<file path="src/hdl/udlf_pkg.sv">
`default_nettype none
// ---------------------------------------------------------------------------
// udlf_pkg
// Shared types, constants and character helpers for the URL decode /
// lower-case filter.
// ---------------------------------------------------------------------------
package udlf_pkg;

  localparam logic [7:0] CH_PLUS     = 8'h2B;
  localparam logic [7:0] CH_PERCENT  = 8'h25;
  localparam logic [7:0] CH_SPACE    = 8'd32;
  localparam logic [7:0] CASE_OFFSET = 8'd32;

  // result queue depth
  localparam int unsigned RQ_DEPTH = 2;
  localparam int unsigned RQ_PTR_W = (RQ_DEPTH > 1) ? $clog2(RQ_DEPTH) : 1;
  localparam int unsigned RQ_CNT_W = $clog2(RQ_DEPTH + 1);

  // escape sequencer
  typedef enum logic [2:0] {
    ESC_TEXT = 3'b001,
    ESC_DIG1 = 3'b010,
    ESC_DIG2 = 3'b100
  } esc_state_t;

  typedef struct packed {
    logic [7:0] chr;
    logic       kept;
    logic       last;
    logic       empty;
  } res_t;

  typedef struct packed {
    logic       ok;
    logic [3:0] val;
  } hex_t;

  function automatic hex_t hex_digit(input logic [7:0] b);
    hex_t h;
    h.ok  = 1'b1;
    h.val = 4'd0;
    if (b inside {[8'h30:8'h39]}) begin
      h.val = 4'(b - 8'h30);
    end else if (b inside {[8'h41:8'h46]}) begin
      h.val = 4'(b - 8'h41 + 8'd10);
    end else if (b inside {[8'h61:8'h66]}) begin
      h.val = 4'(b - 8'h61 + 8'd10);
    end else begin
      h.ok = 1'b0;
    end
    return h;
  endfunction

  // ASCII capitals and the acute-accented ISO-8859-15 capitals A E I O U plus N-tilde
  function automatic logic [7:0] fold_lower(input logic [7:0] c);
    logic [7:0] r;
    r = c;
    if (c inside {[8'd65:8'd90], 8'd193, 8'd201, 8'd205, 8'd211, 8'd218, 8'd209}) begin
      r = c + CASE_OFFSET;
    end
    return r;
  endfunction

  function automatic logic is_kept(input logic [7:0] c);
    return c inside {[8'd97:8'd122], [8'd48:8'd57], CH_SPACE,
                     8'd225, 8'd233, 8'd237, 8'd243, 8'd250, 8'd241};
  endfunction

endpackage : udlf_pkg
`default_nettype wire

</file>
<file path="src/hdl/udlf_decode.sv">
`default_nettype none
// ---------------------------------------------------------------------------
// udlf_decode
// Per-byte percent decoding, case folding and character filter, with the
// escape sequencer and the per-message kept flag.
// ---------------------------------------------------------------------------
module udlf_decode
  import udlf_pkg::*;
(
  input  wire logic       clk,
  input  wire logic       rst_n,
  input  wire logic       fire,
  input  wire logic [7:0] in_byte,
  input  wire logic       in_last,
  output res_t            res,
  output logic            res_push
);

  esc_state_t esc_r, esc_nxt;
  logic [3:0] esc_val_r, esc_val_nxt;
  logic       dig_ok_r, dig_ok_nxt;
  logic       kept_any_r, kept_any_nxt;

  hex_t       hx;
  logic       have;
  logic [7:0] dec;
  logic [7:0] folded;
  logic       keep;

  always_comb begin
    hx          = hex_digit(in_byte);
    have        = 1'b0;
    dec         = 8'd0;
    esc_nxt     = esc_r;
    esc_val_nxt = esc_val_r;
    dig_ok_nxt  = dig_ok_r;
    case (esc_r)
      ESC_DIG1: begin
        dig_ok_nxt  = hx.ok;
        esc_val_nxt = hx.val;
        esc_nxt     = ESC_DIG2;
      end
      ESC_DIG2: begin
        // bad second digit: first digit stands alone
        have    = dig_ok_r;
        dec     = hx.ok ? {esc_val_r, hx.val} : {4'd0, esc_val_r};
        esc_nxt = ESC_TEXT;
      end
      default: begin
        esc_nxt = ESC_TEXT;
        if (in_byte == CH_PERCENT) begin
          esc_nxt = ESC_DIG1;
        end else begin
          have = 1'b1;
          dec  = (in_byte == CH_PLUS) ? CH_SPACE : in_byte;
        end
      end
    endcase

    folded       = fold_lower(dec);
    keep         = have && is_kept(folded);
    kept_any_nxt = kept_any_r | keep;

    res.chr   = keep ? folded : 8'd0;
    res.kept  = keep;
    res.last  = in_last;
    res.empty = in_last && !kept_any_nxt;
    res_push  = fire && (keep || in_last);
  end

  always_ff @(posedge clk) begin
    if (!rst_n) begin
      esc_r      <= ESC_TEXT;
      esc_val_r  <= 4'd0;
      dig_ok_r   <= 1'b0;
      kept_any_r <= 1'b0;
    end else if (fire) begin
      if (in_last) begin
        esc_r      <= ESC_TEXT;
        esc_val_r  <= 4'd0;
        dig_ok_r   <= 1'b0;
        kept_any_r <= 1'b0;
      end else begin
        esc_r      <= esc_nxt;
        esc_val_r  <= esc_val_nxt;
        dig_ok_r   <= dig_ok_nxt;
        kept_any_r <= kept_any_nxt;
      end
    end
  end

endmodule : udlf_decode
`default_nettype wire

</file>
<file path="src/hdl/udlf_res_queue.sv">
`default_nettype none
// ---------------------------------------------------------------------------
// udlf_res_queue
// Small result queue; registered output, decouples the consumer's ready
// from the input side.
// ---------------------------------------------------------------------------
module udlf_res_queue
  import udlf_pkg::*;
(
  input  wire logic clk,
  input  wire logic rst_n,
  input  wire logic push,
  input  res_t      push_data,
  output logic      space,
  output logic      pop_valid,
  input  wire logic pop_ready,
  output res_t      pop_data
);

  res_t                mem [RQ_DEPTH];
  logic [RQ_PTR_W-1:0] wr_ptr_r, rd_ptr_r;
  logic [RQ_CNT_W-1:0] cnt_r, cnt_nxt;
  logic                pop;

  assign pop       = pop_valid && pop_ready;
  assign pop_valid = (cnt_r != '0);
  assign space     = (cnt_r != RQ_CNT_W'(RQ_DEPTH));
  assign pop_data  = mem[rd_ptr_r];

  always_comb begin
    cnt_nxt = cnt_r;
    if (push && !pop) begin
      cnt_nxt = cnt_r + 1'b1;
    end else if (pop && !push) begin
      cnt_nxt = cnt_r - 1'b1;
    end
  end

  always_ff @(posedge clk) begin
    if (push) begin
      mem[wr_ptr_r] <= push_data;
    end
  end

  always_ff @(posedge clk) begin
    if (!rst_n) begin
      wr_ptr_r <= '0;
      rd_ptr_r <= '0;
      cnt_r    <= '0;
    end else begin
      cnt_r <= cnt_nxt;
      if (push) begin
        wr_ptr_r <= (wr_ptr_r == RQ_PTR_W'(RQ_DEPTH - 1)) ? '0 : wr_ptr_r + 1'b1;
      end
      if (pop) begin
        rd_ptr_r <= (rd_ptr_r == RQ_PTR_W'(RQ_DEPTH - 1)) ? '0 : rd_ptr_r + 1'b1;
      end
    end
  end

endmodule : udlf_res_queue
`default_nettype wire

</file>
<file path="src/hdl/url_decode_lowercase_filter.sv">
`default_nettype none
// ---------------------------------------------------------------------------
// url_decode_lowercase_filter
// Streaming form-value URL decoder with lower-case character filter.
// ---------------------------------------------------------------------------
// Takes one encoded byte per clock while in_ready is high, decodes it in the
// same cycle ('+' to space, '%XX' to a byte), folds capitals to lower case
// and keeps only a-z, 0-9, space and the accented lower-case letters. Each
// request gives at most one result, a kept character or the closing result
// of a message (in_last), which carries out_empty when nothing was kept. A
// result is written into the result queue and reaches the output from there;
// the per-byte decode logic sets the rate of one request per clock. Results
// sit in a two-entry queue, so in_ready drops only when two wait to be taken.
module url_decode_lowercase_filter
  import udlf_pkg::*;
(
  input  wire logic       clk,
  input  wire logic       rst_n,
  input  wire logic       in_valid,
  output logic            in_ready,
  input  wire logic [7:0] in_byte,
  input  wire logic       in_last,
  output logic            out_res_valid,
  input  wire logic       out_res_ready,
  output logic [7:0]      out_byte,
  output logic            out_valid,
  output logic            out_last,
  output logic            out_empty
);

  logic fire;
  logic push;
  res_t push_res;
  res_t head;

  assign fire = in_valid && in_ready;

  udlf_decode u_decode (
    .clk      (clk),
    .rst_n    (rst_n),
    .fire     (fire),
    .in_byte  (in_byte),
    .in_last  (in_last),
    .res      (push_res),
    .res_push (push)
  );

  udlf_res_queue u_queue (
    .clk       (clk),
    .rst_n     (rst_n),
    .push      (push),
    .push_data (push_res),
    .space     (in_ready),
    .pop_valid (out_res_valid),
    .pop_ready (out_res_ready),
    .pop_data  (head)
  );

  assign out_byte  = head.chr;
  assign out_valid = head.kept;
  assign out_last  = head.last;
  assign out_empty = head.empty;

  // closing request always yields a result next cycle
  a_last_gives_result: assert property (@(posedge clk) disable iff (!rst_n)
    (in_valid && in_ready && in_last) |=> out_res_valid)
    else $error("closing request produced no result");

  a_empty_only_last: assert property (@(posedge clk) disable iff (!rst_n)
    (out_res_valid && out_empty) |-> (out_last && !out_valid))
    else $error("empty flag outside a closing result");

  a_dropped_is_closing: assert property (@(posedge clk) disable iff (!rst_n)
    (out_res_valid && !out_valid) |-> (out_last && out_byte == 8'd0))
    else $error("result without character that is not closing");

  a_stall_means_backlog: assert property (@(posedge clk) disable iff (!rst_n)
    !in_ready |-> out_res_valid)
    else $error("input stalled with no result pending");

endmodule : url_decode_lowercase_filter
`default_nettype wire
</file>
<file path="config.mk">
export PLATFORM = sky130hd
export DESIGN_NAME = url_decode_lowercase_filter
export DESIGN_NICKNAME = d
export VERILOG_FILES = /design/src/hdl/udlf_pkg.sv /design/src/hdl/udlf_decode.sv /design/src/hdl/udlf_res_queue.sv /design/src/hdl/url_decode_lowercase_filter.sv
export SDC_FILE = /design/constraint.sdc
export NUM_CORES = 1
export LEC_CHECK = 0
export BUFFER_PORTS_ARGS = -buffer_cell sky130_fd_sc_hd__buf_2
export CORE_MARGIN = 2
export CORE_UTILIZATION = 31
export CTS_BUF_LIST = sky130_fd_sc_hd__clkbuf_4 sky130_fd_sc_hd__clkbuf_8
export DETAILED_ROUTE_END_ITERATION = 10
export SLEW_MARGIN = 30
export SYNTH_ARGS = -nofsm -noshare
export SYNTH_HDL_FRONTEND = slang
export SYNTH_SLANG_ARGS = --single-unit
</file>
<file path="constraint.sdc">
create_clock -name clk -period 5 [get_ports clk]
set_clock_uncertainty 0.2 [all_clocks]
set_input_delay 0.5 -clock clk [delete_from_list [all_inputs] [get_ports clk]]
set_output_delay 0.5 -clock clk [all_outputs]
set_load 0.05 [all_outputs]
</file>
[Word-level counts from Yosys, hierarchy flattened]
Memory sizes are Yosys's and may differ from the RTL's. A register that Yosys moved wholly into a read port is not among the register bits.
Index checks and enable logic that the tools add are counted.
Operators by class
  add/subtract/negate cells: 10
  multiply operators: 0
  div/mod/pow operators: 0
  $lt $le $gt $ge: 12
  eq/ne operators: 18
  shift-type cells: 0
  mux-type cells: 30
  bitwise operators: 1
  reduce and logical (&&, ||, !) cells: 23
Operator list (number)
  == test 8 bit (second input constant): 12
  2-to-1 mux 8 bit: 5
  >= comparator 8 x 7 -> 1 bit (second input constant): 4
  <= comparator 8 x 7 -> 1 bit (second input constant): 4
  == test 8 x 6 -> 1 bit (second input constant): 3
  2-to-1 mux 4 bit: 5
  >= comparator 8 x 6 -> 1 bit (second input constant): 2
  <= comparator 8 x 6 -> 1 bit (second input constant): 2
  one-hot mux 8 bit (2 select lines): 1
  logical AND 1 bit: 13
  2-to-1 mux 1 bit: 13
  subtractor 4 x 1 -> 4 bit (second input constant): 3
  nonzero test 9 bit: 1
  adder 4 bit (second input constant): 2
  adder 8 x 6 -> 8 bit (second input constant): 1
  nonzero test 7 bit: 1
  2-to-1 mux 2 bit: 3
  one-hot mux 3 bit (2 select lines): 1
  nonzero test 2 bit: 3
  == test 3 x 2 -> 1 bit (second input constant): 1
  == test 3 bit (second input constant): 1
  logical NOT 1 bit: 3
  2-to-1 mux 3 bit: 1
  adder 1 bit (second input constant): 2
  7 further kinds: 7
Word-level totals
  register bits after elaboration: 13
  latch bits: 0
  RAM bits: 22
  memory bits (read-only): 0
  bits of input ports: 13
  output and inout port bits: 13
  logic and storage cells: 102
  memories: 1
Memories
  u_queue.mem: depth 2, bits a word 11, rd ports 1, clocked after Yosys merged registers in 1, write ports 1, line udlf_res_queue.sv:20  | res_t mem [RQ_DEPTH];

[Logic depth before layout (Yosys ltp)]
Gate-level depths: netlist of the first run.
  word-level depth: 21
  mapped depth: 20
  depth with buffers taken out: 19

[By module]
From an unflattened synthesis of the first run, not the netlist that was laid out.
Second synthesis, totals
  cells, all modules: 207
  area, all modules: 2148.3 µm²
By module, submodules not included
  udlf_decode: times used 1, cells an instance 150, area each 1132.3 µm², seq. area each 180.2 µm²
  udlf_res_queue: times used 1, cells an instance 56, area each 1009.7 µm², seq. area each 760.7 µm²
  url_decode_lowercase_filter: times used 1, cells an instance 1, area each 6.3 µm², seq. area each 0.0 µm²

[Worst setup path before layout of the first run]
No wires, ideal clock.
  path type: input to register
  from: in in_byte[0]
  to: reg u_queue.cnt_r[1]
  library setup time: 0.071 ns
  arrival: 4.183 ns
  required time: 4.729 ns
  setup slack: 0.547 ns
  cell stages on the path: 17
  buffers on the path: 1
  cells stage by stage: inv_1 -> ha_1 -> nor2b_1 -> or3_1 -> buf_6 -> a211o_1 -> o211ai_2 -> nand3_1 -> o41a_1 -> o21a_2 -> a22o_1 -> or3_1 -> o211ai_2 -> inv_1 -> ha_1 -> or3_1 -> a21oi_1
On the way
  cells in the longest elaborated chain, start to end: 20
  elaborated cells between the ends (all ways): 62
  classes of those cells: add/sub: 6; order compare: 12; eq/ne: 15; mux: 14; reduce/logical: 15
Ends and longest elaborated chain
  from (decl): line url_decode_lowercase_filter.sv:21  | input wire logic [7:0] in_byte,
  subtractor 4 x 1 -> 4 bit, or another cell as far along: line udlf_pkg.sv:45, udlf_pkg.sv:47
  adder 4 bit / logical AND 1 bit (equally long branches): line udlf_pkg.sv:45, udlf_pkg.sv:47, udlf_pkg.sv:46
  2-to-1 mux 4 bit / 2-to-1 mux 1 bit (equally long branches): line udlf_pkg.sv:46  | end else if (b inside {[8'h61:8'h66]}) begin
  2-to-1 mux 4 bit / 2-to-1 mux 1 bit (equally long branches): line udlf_pkg.sv:44  | end else if (b inside {[8'h41:8'h46]}) begin
  2-to-1 mux 4 bit / 2-to-1 mux 1 bit (equally long branches): line udlf_pkg.sv:42  | if (b inside {[8'h30:8'h39]}) begin
  2-to-1 mux 8 bit: line udlf_decode.sv:46  | dec = hx.ok ? {esc_val_r, hx.val} : {4'd0, esc_val_r};
  one-hot mux 8 bit (2 select lines): line udlf_decode.sv:37  | case (esc_r)
  >= comparator 8 x 7 -> 1 bit / <= comparator 8 x 7 -> 1 bit (equally long branches): line udlf_pkg.sv:58  | if (c inside {[8'd65:8'd90], 8'd193, 8'd201, 8'd205, 8'd211, 8'd218, 8'd209}) begin
  [5 not listed]
  nonzero test 9 bit: line udlf_pkg.sv:65  | return c inside {[8'd97:8'd122], [8'd48:8'd57], CH_SPACE,
  logical AND 1 bit *: line udlf_decode.sv:61  | keep = have && is_kept(folded);
  logical OR 1 bit *: line udlf_decode.sv:68  | res_push = fire && (keep || in_last);
  logical AND 1 bit *: line udlf_decode.sv:68
  via push: line url_decode_lowercase_filter.sv:32  | logic push;
  logical NOT 1 bit: line udlf_res_queue.sv:34  | end else if (pop && !push) begin
  logical AND 1 bit: line udlf_res_queue.sv:34
  nonzero test 2 bit (no source line)
  to (signal assigned): line udlf_res_queue.sv:51  | cnt_r <= cnt_nxt;
  to (decl): line udlf_res_queue.sv:22  | logic [RQ_CNT_W-1:0] cnt_r, cnt_nxt;
The timed path passes the listed nets; every way through them passes the cells marked *.
A chain may end at the register's enable or synchronous reset.

[Final worst setup path of the first run]
  from: in in_byte[1]
  to: reg u_queue.cnt_r[1]
Same word-level chain as after synthesis.

==> out/metrics.yaml, run 1 <==
route:
  num_vias: 2000
  post_drt_wl_per_cell_um: 14.3
  routed_wirelength_mm: 5.41
  dr.pass1.iters: 4
  drtAntennaViolNets: 0
  drc: 0
  drt_iter0_drc: 129
  vias_per_cell: 5.29
grt:
  grt_usage_pct: 13.0
  grt.overflow.total: 0
  grt_pass1_vias: 1881
  grt_max_degree: 17
  antenna_found_initial: 0
  grt_first_pass_wirelength_mm: 8.85
worst_setup_path:
  crit_arrival_ps: 4620
  r2r_end: "u_queue.cnt_r[1]"
  critPathCaptureType: "flip-flop"
  critPathKind: "in2reg"
  rr_startpoint: "u_decode.esc_r[1]"
  r2r_cells: 14
  critPathMaxFanout: 8
  ff2ff_setup_slack_ps: 740
  setup.worst_path.start_class: "input pin"
  crit_required_ps: 5020
placement:
  placed_area_sq_um: 2720
  gp_congestion: 0.875
  port_buffers: 25
  hpwlAfterDp_mm: 4.19
  pre_cts_ws_ps: 153
sta:
  setup_viol: 0
  relSlewSlack_pct: 61.9
  rsz0062_at_grt: "no"
  tns_ps: 0
  drv_slew: 0
  hold_ws_ps: 250
  clock.fmax_mhz: 217
  layout_setup_ws_ps: 393
  timing.final.crit_period_ps: 4610
  period_share_pct: 92.1
  worst_pin_slew_ps: 565
  hold_viol_final: 0
finish:
  n_fill_cell: 798
  n_antenna_cell: 0
  final_nets: 295
  finalInstanceArea_sq_um: 2810
  layout-drive-gt1-share_pct: 29.7
  synthToLayoutAreaGrowth_pct: 17.0
clocking:
  post_cts_buffers: 0
  cts-htree-levels: 2
  cts.sinks: 36
  cts_tree: "built"
  cts_root_buf: "clkbuf_8"
  hold_buffers: 0
  numCtsBuffers: 5
  cts_resized: 0
  clkLatencyLatePin_ps: 280
  clock_path_buffers: 2
  clk_pin_slew_ps: 70
floorplanning:
  start_util_pct: 31.5
  die_area_sq_um: 8460
  die_h_um: 92.0
  die_x_um: 92.0
  io-pin-count: 26
  fp.coreArea_sq_um: 7610
  rows: 32
power_and_ir_drop:
  p_sw_share_pct: 40.7
  seq_power_share_pct: 39.5
  ir_drop_v: 0.000116
  pwr-share-comb_pct: 40.4
  power.internal_mw: 0.583
  p_switching_mw: 0.399
  clkPwrFrac_pct: 20.1
  power_density_nw_per_um2: 350
  leakage_nw: 1.05
logic_synthesis:
  synth_edf_count: 22
  avgSynthCellArea_sq_um: 10.1
  ys_types: 64
  yosys.area.top_type: "edfxtp_1"
  syn_inst: 237
  synth_seq_cells: 36
  yosysTopAreaCellShare_pct: 27.5
  ys.flop_type: "edfxtp_1"
  yosysMostFrequentCell: "nor2_1"
  synth_area_leaders: "edfxtp_1 (28%), dfxtp_1 (12%), mux2_2 (5.2%)"
  syn-num-nets: 257
  async_reset_ff_share_pct: 0
  syn_area_sq_um: 2400
  ys_seq_area_share_pct: 39.2
  ys_top_cells_by_count: "nor2_1 (25), edfxtp_1 (22), dfxtp_1 (14)"
  ys.warnings.count: 0
worst_hold_path:
  hold_path_startpoint: "rst_n"
  worstHoldPathType: "in2reg"
  hold_path_depth: 2
  min_to: "u_decode.esc_r[0]"
outcome:
  run_status: "finished clean"
run:
  cap_violations: 0
power groups by stage:
stage	Combinational (mW)	Sequential [mW]	Clock, mW
6_report	0.397	0.388	0.198
5_1_grt	0.427	0.392	0.214
4_1_cts	0.398	0.388	0.203
3_5_place_dp	0.396	0.395	0
3_3_place_gp	0.394	0.393	0
2_1_floorplan	0.324	0.378	0
registers in the layout, indices dropped and copies added (netlist names), named ones only:
signal / count
u_queue.rd_ptr_r: 1
u_decode.dig_ok_r: 1
u_queue.mem: 22
u_queue.wr_ptr_r: 1
u_decode.esc_val_r: 4
u_queue.cnt_r: 2
u_decode.esc_r: 3
u_decode.kept_any_r: 1
layout by cell type, fill, tap and decap left out, types with 3 or more instances in the layout:
cell type,netlist,final
nand2_1,13,13
o211ai_1,4,4
clkbuf_8,0,5
a32o_1,3,3
nor2b_1,4,4
mux2_2,11,11
ha_1,7,7
o211ai_2,4,4
nand3_1,9,9
a31oi_1,3,3
inv_1,10,10
buf_4,0,13
nor2_1,25,23
and2_1,3,3
nor3b_1,5,4
o21ai_0,11,11
or3_1,3,3
nand2b_1,5,5
nor3_1,4,4
xor2_1,4,4
edfxtp_1,22,22
a21oi_1,12,12
a32oi_1,3,3
dfxtp_1,14,14
buf_2,4,25
area by class of cell:
cell class	instances	area (sq um)	share of cell area (%)
clock inverter	3	18.8	0.668
timing repair buffer	38	223	7.93
clock buffer	5	68.8	2.45
sequential	36	941	33.5
inverter	10	37.5	1.34
multi-input combinational	184	1390	49.6
tap	102	128	4.54
kinds of logic (layout without fill, tap and decap cells):
group                    Yosys count  after routing  share of synthesized area, %
AND/OR/NAND/NOR                   86             86                          20.2
AO/OA/AOI/OAI                     75             75                          26.7
flip-flops                        36             36                          39.2
buffers and inverters             17             56                          3.18
multiplexers                      12             12                          5.58
adder cells (fa/ha/maj)            7              7                          3.65
XOR/XNOR                           4              4                          1.46
per-layer routing:
layer  global-route usage, %  part of all wire (%)  routed length [um]  up-vias
li1                        -                     -                   -      988
met1                    15.8                    45                2460      957
met2                    23.0                    50                2680       46
met3                    2.63                   3.3                 179        9
met4                    3.98                   1.7                  91        0
met5                       0                     0                   0        -
worst max path at each step:
stage / end / from / slack, ps
after detailed placement: u_queue.cnt_r[1] / in_byte[1] / 150
after global placement: u_queue.cnt_r[1] / in_byte[1] / 190
after CTS: u_queue.cnt_r[1] / in_byte[1] / 460
after floorplan: u_queue.cnt_r[1] / in_byte[0] / 550
after global routing: u_queue.cnt_r[1] / in_byte[0] / 100
final: u_queue.cnt_r[1] / in_byte[1] / 390
worst max-delay path: stages:
cell and delay (ps):
buf_2 150, ha_1 180, nor2b_1 140, or3_1 480
a21oi_4 290, a2bb2oi_4 210, a21bo_1 220, a221oi_1 480
o2111ai_1 160, a22o_1 260, or3_1 370, o211ai_2 250
inv_1 90, ha_1 340, or3_1 360, a21oi_1 140
stage by stage:
| step | power (mW) | instances | utilization, % |
|---|---|---|---|
| 4_1_cts | 0.990 | 378 | 36.9 |
| 2_1_floorplan | 0.702 | 237 | - |
| 6_report | 0.982 | 378 | 36.9 |
| 3_5_place_dp | 0.791 | 370 | 35.7 |
| 3_3_place_gp | 0.787 | 370 | 35.7 |
| 5_1_grt | 1.03 | 378 | 36.9 |
Power figures use the tool's default switching activity.
==> run 2, diff against run 1 <==
--- a/config.mk
+++ b/config.mk
@@ -13,4 +13,5 @@
 export SLEW_MARGIN = 30
 export SYNTH_ARGS = -nofsm -noshare
 export SYNTH_HDL_FRONTEND = slang
+export SYNTH_HIERARCHICAL = 1
 export SYNTH_SLANG_ARGS = --single-unit
==> out/metrics.yaml, run 2 <==
worst_setup_path:
  r2r_cells: 13  # -1
  ff2ff_setup_slack_ps: 890  # +150 ps
  critPathCaptureType: "flip-flop"
  crit_arrival_ps: 4710  # +90 ps
  r2r_end: "u_queue/cnt_r[1]"
  critPathKind: "in2reg"
  critPathMaxFanout: 10  # +2
  cp_cell_sequence: "buf_2, inv_1, ha_1, nor3b_1, a311o_1, mux2i_1, a2bb2oi_2, o21ai_1, a311o_1, or3_1, o211a_1, a311o_1, o21ai_2, ha_1, or3_1, a21boi_1"
  slowest_delay_ps: 450  # -30 ps
  crit_top_cell: "a311o_1"
  rr_startpoint: "u_decode/esc_r[2]"
  crit_required_ps: 5020  # about the same
  slowest_stage: "a311o_1"
  cp_top_family: "compound AO/OA/AOI/OAI gates"
  setup.worst_path.start_class: "input pin"
  path_depth: 16  # unchanged
  crit_buf_inv: 2  # unchanged
logic_synthesis:
  synth_top_family_by_area: "compound AO/OA/AOI/OAI gates"
  yosysTopAreaCellShare_pct: 30.8  # +3.2 points
  synth_edf_count: 22  # unchanged
  ys.warnings.count: 6  # +6
  ys.flop_type: "edfxtp_1"
  synth_xor_area_share_pct: 2.45  # +0.99 points
  synth_adder_area_share_pct: 2.91  # -0.74 points
  syn_area_sq_um: 2150  # -10%
  yosysMostFrequentCell: "edfxtp_1"
  ys_seq_area_share_pct: 43.8  # +4.6 points
  ys_top_cells_by_count: "edfxtp_1 (22), dfxtp_1 (14), nand2_1 (14)"
  synth_compound_area_share_pct: 20.4  # -6.4 points
  synth_seq_cells: 36  # unchanged
  yosys.area.top_type: "edfxtp_1"
  avgSynthCellArea_sq_um: 10.4  # +2.5%
  syn_inst: 207  # -13%
  async_reset_ff_share_pct: 0  # unchanged
  syn-num-nets: 225  # -12%
  synthMuxAreaShare_pct: 6.23  # +0.65 points
  synth_simple_gate_area_share_pct: 20.0  # -0.20 points
  synth_area_leaders: "edfxtp_1 (31%), dfxtp_1 (13%), mux2_1 (5.2%)"
  ys_types: 61  # -4.7%
outcome:
  run_status: "finished clean"
clocking:
  cts_resized: 0  # unchanged
  cts.sinks: 36  # unchanged
  cts_tree: "built"
  clkLatencyLatePin_ps: 280  # about the same
  numCtsBuffers: 5  # unchanged
  clk_pin_slew_ps: 70  # about the same
  cts-htree-levels: 2  # unchanged
  post_cts_buffers: 0  # unchanged
  hold_buffers: 0  # unchanged
  clock_path_buffers: 2  # unchanged
  cts_root_buf: "clkbuf_8"
floorplanning:
  die_area_sq_um: 7610  # -10%
  die_h_um: 87.2  # -5.2%
  fp.coreArea_sq_um: 6760  # -11%
  start_util_pct: 31.8  # +0.25 points
  io-pin-count: 26  # unchanged
  rows: 30  # -6.3%
  die_x_um: 87.2  # -5.2%
power_and_ir_drop:
  clkPwrFrac_pct: 21.5  # +1.4 points
  p_sw_share_pct: 38.9  # -1.7 points
  p_switching_mw: 0.361  # -9.5%
  ir_drop_v: 0.000103  # -12%
  leakage_nw: 0.964  # -8.0%
  power.internal_mw: 0.567  # -2.8%
  pwr-share-comb_pct: 37.3  # -3.1 points
  seq_power_share_pct: 41.2  # +1.7 points
  power_density_nw_per_um2: 371  # +6.2%
  total_power_mw: 0.928  # -5.5%
finish:
  final_nets: 259  # -12%
  layout_common_cells: "buf_2 (25), edfxtp_1 (22), nand2_1 (14), dfxtp_1 (14), o21ai_0 (13)"
  reg_top3: "u_queue/mem: 22 flops, u_decode/esc_val_r: 4 flops, u_decode/esc_r: 3 flops"
  synthToLayoutAreaGrowth_pct: 16.4
  n_antenna_cell: 0  # unchanged
  finalInstanceArea_sq_um: 2500  # -11%
  mostFrequentLayoutCell: "buf_2"
  post-route-util_pct: 37.0  # +0.076 points
  largest_register_ffs: 22  # unchanged
  max_flop_register: "u_queue/mem"
  layout-drive-gt1-share_pct: 24.0  # -5.7 points
worst_hold_path:
  min_to: "u_decode/kept_any_r"
  hold_path_depth: 2  # unchanged
  worstHoldPathType: "reg2reg"
  hold_path_startpoint: "u_decode/kept_any_r"
route:
  dr.pass1.iters: 4  # unchanged
  drc: 0  # unchanged
  drtAntennaViolNets: 0  # unchanged
  vias_per_cell: 5.25  # -0.86%
  routed_wirelength_mm: 4.36  # -19%
  post_drt_wl_per_cell_um: 13.5  # -5.4%
  num_vias: 1689  # -16%
  drt_iter0_drc: 96  # -26%
sta:
  hold_viol_final: 0  # unchanged
  clock.fmax_mhz: 213  # -1.8%
  period_share_pct: 93.8  # +1.7 points
  rsz0062_at_grt: "no"
  setup_viol: 0  # unchanged
  worst_pin_slew_ps: 565  # -0.408 ps
  drv_slew: 0  # unchanged
  tns_ps: 0  # unchanged
  hold_ws_ps: 266  # +16.7 ps
  timing.final.crit_period_ps: 4690  # +84.0 ps
  relSlewSlack_pct: 61.9  # about the same
grt:
  grt_usage_pct: 12.0  # -0.97 points
  grt_max_degree: 16  # -1
  antenna_found_initial: 0  # unchanged
  grt_pass1_vias: 1615  # -14%
  grt_first_pass_wirelength_mm: 7.22  # -18%
  grt.overflow.total: 0  # unchanged
run:
  cap_violations: 0  # unchanged
placement:
  hpwlAfterDp_mm: 3.35  # -20%
  gp_congestion: 0.809  # -7.6%
  port_buffers: 25  # unchanged
  placed_area_sq_um: 2410  # -11%
[run 2: power by group through the flow]
stage	registers, mW	clock network, mW	logic [mW]
2_1_floorplan	0.374	0	0.288
3_3_place_gp	0.389	0	0.346
3_5_place_dp	0.390	0	0.347
4_1_cts	0.383	0.209	0.349
5_1_grt	0.388	0.217	0.374
6_report	0.382	0.200	0.346
[run 2: cell families after synthesis]
group	count (synthesis)
and+or+nand+nor	72
AOI/OAI and AO/OA	58
DFF	36
buffers and inverters	18
muxes	12
xor gates and xnor gates	6
adders and majority gates	5
[run 2: per-stage QoR]
step	cells	setup slack (ps)
floorplan	207	70.3
CTS	322	389
global route	322	7.63
finish	322	310
global placement	314	103
detailed placement	314	100
[run 2: worst max-delay path by stage]
stage          startpoint           endpoint  slack, ps
2_1_floorplan  in_byte[0]  u_queue/mem[0][0]         70
3_3_place_gp   in_byte[1]   u_queue/cnt_r[1]        100
3_5_place_dp   in_byte[1]   u_queue/cnt_r[1]        100
4_1_cts        in_byte[1]   u_queue/cnt_r[1]        390
5_1_grt        in_byte[1]   u_queue/cnt_r[1]          8
6_report       in_byte[1]   u_queue/cnt_r[1]        310
[run 2: metal layers]
metal / vias to the layer above / part of all wire [%] / global-route usage, %
met5: - / 0 / 0
met4: 0 / 0.53 / 4.20
met3: 2 / 3.3 / 2.56
met2: 32 / 51 / 21.7
met1: 807 / 45 / 14.0
li1: 848 / - / -
[run 2: layout make-up]
| cell class | count | area [sq um] |
|---|---|---|
| inverters | 10 | 37.5 |
| repair buffers | 35 | 213 |
| multi-input cells | 153 | 1120 |
| clock buffers | 5 | 68.8 |
| well taps | 80 | 100 |
| fillers | 682 | 4260 |
| flip-flops and latches | 36 | 941 |
| clock inverters | 3 | 18.8 |
[run 2: worst min-delay path, stage by stage (launching register included)]
cell and delay, ps:
dfxtp_1 310, nand3_1 60, o41ai_1 50
==> run 3, diff against run 2 <==
--- a/config.mk
+++ b/config.mk
@@ -8,10 +8,12 @@
 export BUFFER_PORTS_ARGS = -buffer_cell sky130_fd_sc_hd__buf_2
 export CORE_MARGIN = 2
 export CORE_UTILIZATION = 31
-export CTS_BUF_LIST = sky130_fd_sc_hd__clkbuf_4 sky130_fd_sc_hd__clkbuf_8
+export CTS_BUF_LIST = sky130_fd_sc_hd__clkbuf_8
 export DETAILED_ROUTE_END_ITERATION = 10
+export GPL_TIMING_DRIVEN = 0
 export SLEW_MARGIN = 30
 export SYNTH_ARGS = -nofsm -noshare
 export SYNTH_HDL_FRONTEND = slang
 export SYNTH_HIERARCHICAL = 1
 export SYNTH_SLANG_ARGS = --single-unit
+export TNS_END_PERCENT = 20
==> out/metrics.yaml, run 3 (synthesis results as in run 2) <==
clocking:
  cts.sinks: 36  # unchanged
  clkLatencyLatePin_ps: 280  # about the same
  numCtsBuffers: 5  # unchanged
  cts_root_buf: "clkbuf_8"
  clock_path_buffers: 2  # unchanged
  clk_pin_slew_ps: 70  # about the same
  post_cts_buffers: 0  # unchanged
  cts_tree: "built"
  cts-htree-levels: 2  # unchanged
worst_setup_path:
  cp_cell_sequence: "buf_2, or4b_4, a311o_1, buf_6, mux2i_1, a2bb2oi_4, o21ai_1, a311o_1, or3_1, o211a_1, a311o_1, buf_6, o21ai_2, ha_1, or3_1, a21boi_1"
  ff2ff_setup_slack_ps: 570  # -320 ps
  crit_required_ps: 5020  # about the same
  setup.worst_path.start_class: "input pin"
  crit_top_cell: "a311o_1"
  r2r_cells: 13  # unchanged
  critPathMaxFanout: 10  # unchanged
  critPathKind: "in2reg"
  crit_buf_inv: 3  # +1
  slowest_delay_ps: 530  # +80 ps
  crit_arrival_ps: 4790  # +80 ps
  path_depth: 16  # unchanged
  cp_top_family: "compound AO/OA/AOI/OAI gates"
  critPathCaptureType: "flip-flop"
  slowest_stage: "or4b_4"
grt:
  grt_usage_pct: 11.9  # -0.15 points
  grt.overflow.total: 0  # unchanged
  grt_pass1_vias: 1534  # -5.0%
  grt_first_pass_wirelength_mm: 7.06  # -2.3%
  grt_max_degree: 13  # -3
  antenna_found_initial: 0  # unchanged
finish:
  n_fill_cell: 703  # +3.1%
  post-route-util_pct: 37.0  # about the same
  layout_common_cells: "buf_2 (25), edfxtp_1 (22), nand2_1 (14), dfxtp_1 (14), o21ai_0 (13)"
  mostFrequentLayoutCell: "buf_2"
  largest_register_ffs: 22  # unchanged
  layout-drive-gt1-share_pct: 24.4  # +0.40 points
  reg_top3: "u_queue/mem: 22 flops, u_decode/esc_val_r: 4 flops, u_decode/esc_r: 3 flops"
  n_antenna_cell: 0  # unchanged
  synthToLayoutAreaGrowth_pct: 16.4  # about the same
  final_nets: 255  # -1.5%
  max_flop_register: "u_queue/mem"
sta:
  relSlewSlack_pct: 54.8  # -7.1 points
  setup_viol: 0  # unchanged
  rsz0062_at_grt: "no"
  worst_pin_slew_ps: 676  # +111 ps
  timing.final.crit_period_ps: 4770  # +80.7 ps
  drv_slew: 0  # unchanged
  period_share_pct: 95.4  # +1.6 points
  layout_setup_ws_ps: 229  # -80.7 ps
  hold_viol_final: 0  # unchanged
  clock.fmax_mhz: 210  # -1.7%
route:
  drt_iter0_drc: 57  # -41%
  routed_wirelength_mm: 4.30  # -1.5%
  drc: 0  # unchanged
  num_vias: 1636  # -3.1%
  post_drt_wl_per_cell_um: 13.5  # -0.27%
  drtAntennaViolNets: 0  # unchanged
  vias_per_cell: 5.14  # -1.9%
  dr.pass1.iters: 4  # unchanged
run:
  cap_violations: 0  # unchanged
floorplanning:
  fp.coreArea_sq_um: 6760  # unchanged
  die_x_um: 87.2  # unchanged
  die_area_sq_um: 7610  # unchanged
  rows: 30  # unchanged
  start_util_pct: 31.8  # unchanged
  die_h_um: 87.2  # unchanged
  io-pin-count: 26  # unchanged
worst_hold_path:
  worstHoldPathType: "reg2reg"
  hold_path_depth: 2  # unchanged
placement:
  pre_cts_ws_ps: -560  # -660 ps
  hpwlAfterDp_mm: 3.18  # -5.0%
  gp_congestion: 0.755  # -6.6%
  port_buffers: 24  # -4.0%
outcome:
  run_status: "finished clean"
power_and_ir_drop:
  leakage_nw: 0.947  # -1.7%
  ir_drop_v: 0.000103  # +0.31%
  total_power_mw: 0.936  # +0.85%
  power_density_nw_per_um2: 374  # +0.80%
-- run 3: cell count changes in the layout (fill, tap and decap cells not counted), sizes merged --
| cell | delta |
|---|---|
| buf | -5 |
| clkbuf | +1 |
-- run 3: per-layer routing --
layer  wire (um)  share of wire [%]  vias to the layer above  global-route usage, %
met3         151                3.5                        2                   3.41
li1            -                  -                      839                      -
met1        2000                 47                      776                   14.2
met2        2120                 49                       19                   20.7
met4          24               0.56                        0                   3.36
met5           0                  0                        -                      0
-- run 3: timing repair --
item,4_1_cts,5_1_grt
gates cloned,0,0
hold buffers,0,0
resized for setup,3,5
endpoints found under the hold margin,0,0
endpoints found under the setup margin,24,22
-- run 3: layout make-up --
type / instances / area, sq um / share of cell area [%]
Inverter: 10 / 37.5 / 1.50
Multi-Input combinational cell: 153 / 1160 / 46.6
Timing Repair Buffer: 24 / 120 / 4.80
Tap cell: 80 / 100 / 4.00
Sequential cell: 36 / 941 / 37.6
Buffer: 7 / 50.0 / 2.00
Clock buffer: 5 / 68.8 / 2.75
Clock inverter: 3 / 18.8 / 0.750
-- run 3: power breakdown --
part           internal (mW)  switching [mW]  total, mW
Sequential             0.356          0.0162      0.372
Clock                 0.0971           0.108      0.205
Combinational          0.113           0.246      0.359
Total                  0.566           0.370      0.936
-- run 3: through the flow --
stage | setup TNS, ps | area (sq um) | hold slack (ps) | std cells
after floorplan | 0 | 2150 | 233 | 207
after global placement | -15720 | 2370 | 253 | 311
after detailed placement | -12720 | 2370 | 260 | 311
after CTS | 0 | 2470 | 279 | 318
after global routing | 0 | 2500 | 297 | 318
final | 0 | 2500 | 272 | 318
-- run 3: tightest hold or removal path: stages (launching register included) --
cell and delay, ps:
dfxtp_1 310, nand3_1 60, o41ai_1 60
-- run 3: final timing paths --
check	startpoint	end
setup / recovery	in_byte[3]	u_queue/cnt_r[1]
setup reg to reg	u_decode/esc_r[2]	u_queue/cnt_r[1]
hold reg to reg	u_decode/kept_any_r	u_decode/kept_any_r
hold / removal	u_decode/kept_any_r	u_decode/kept_any_r
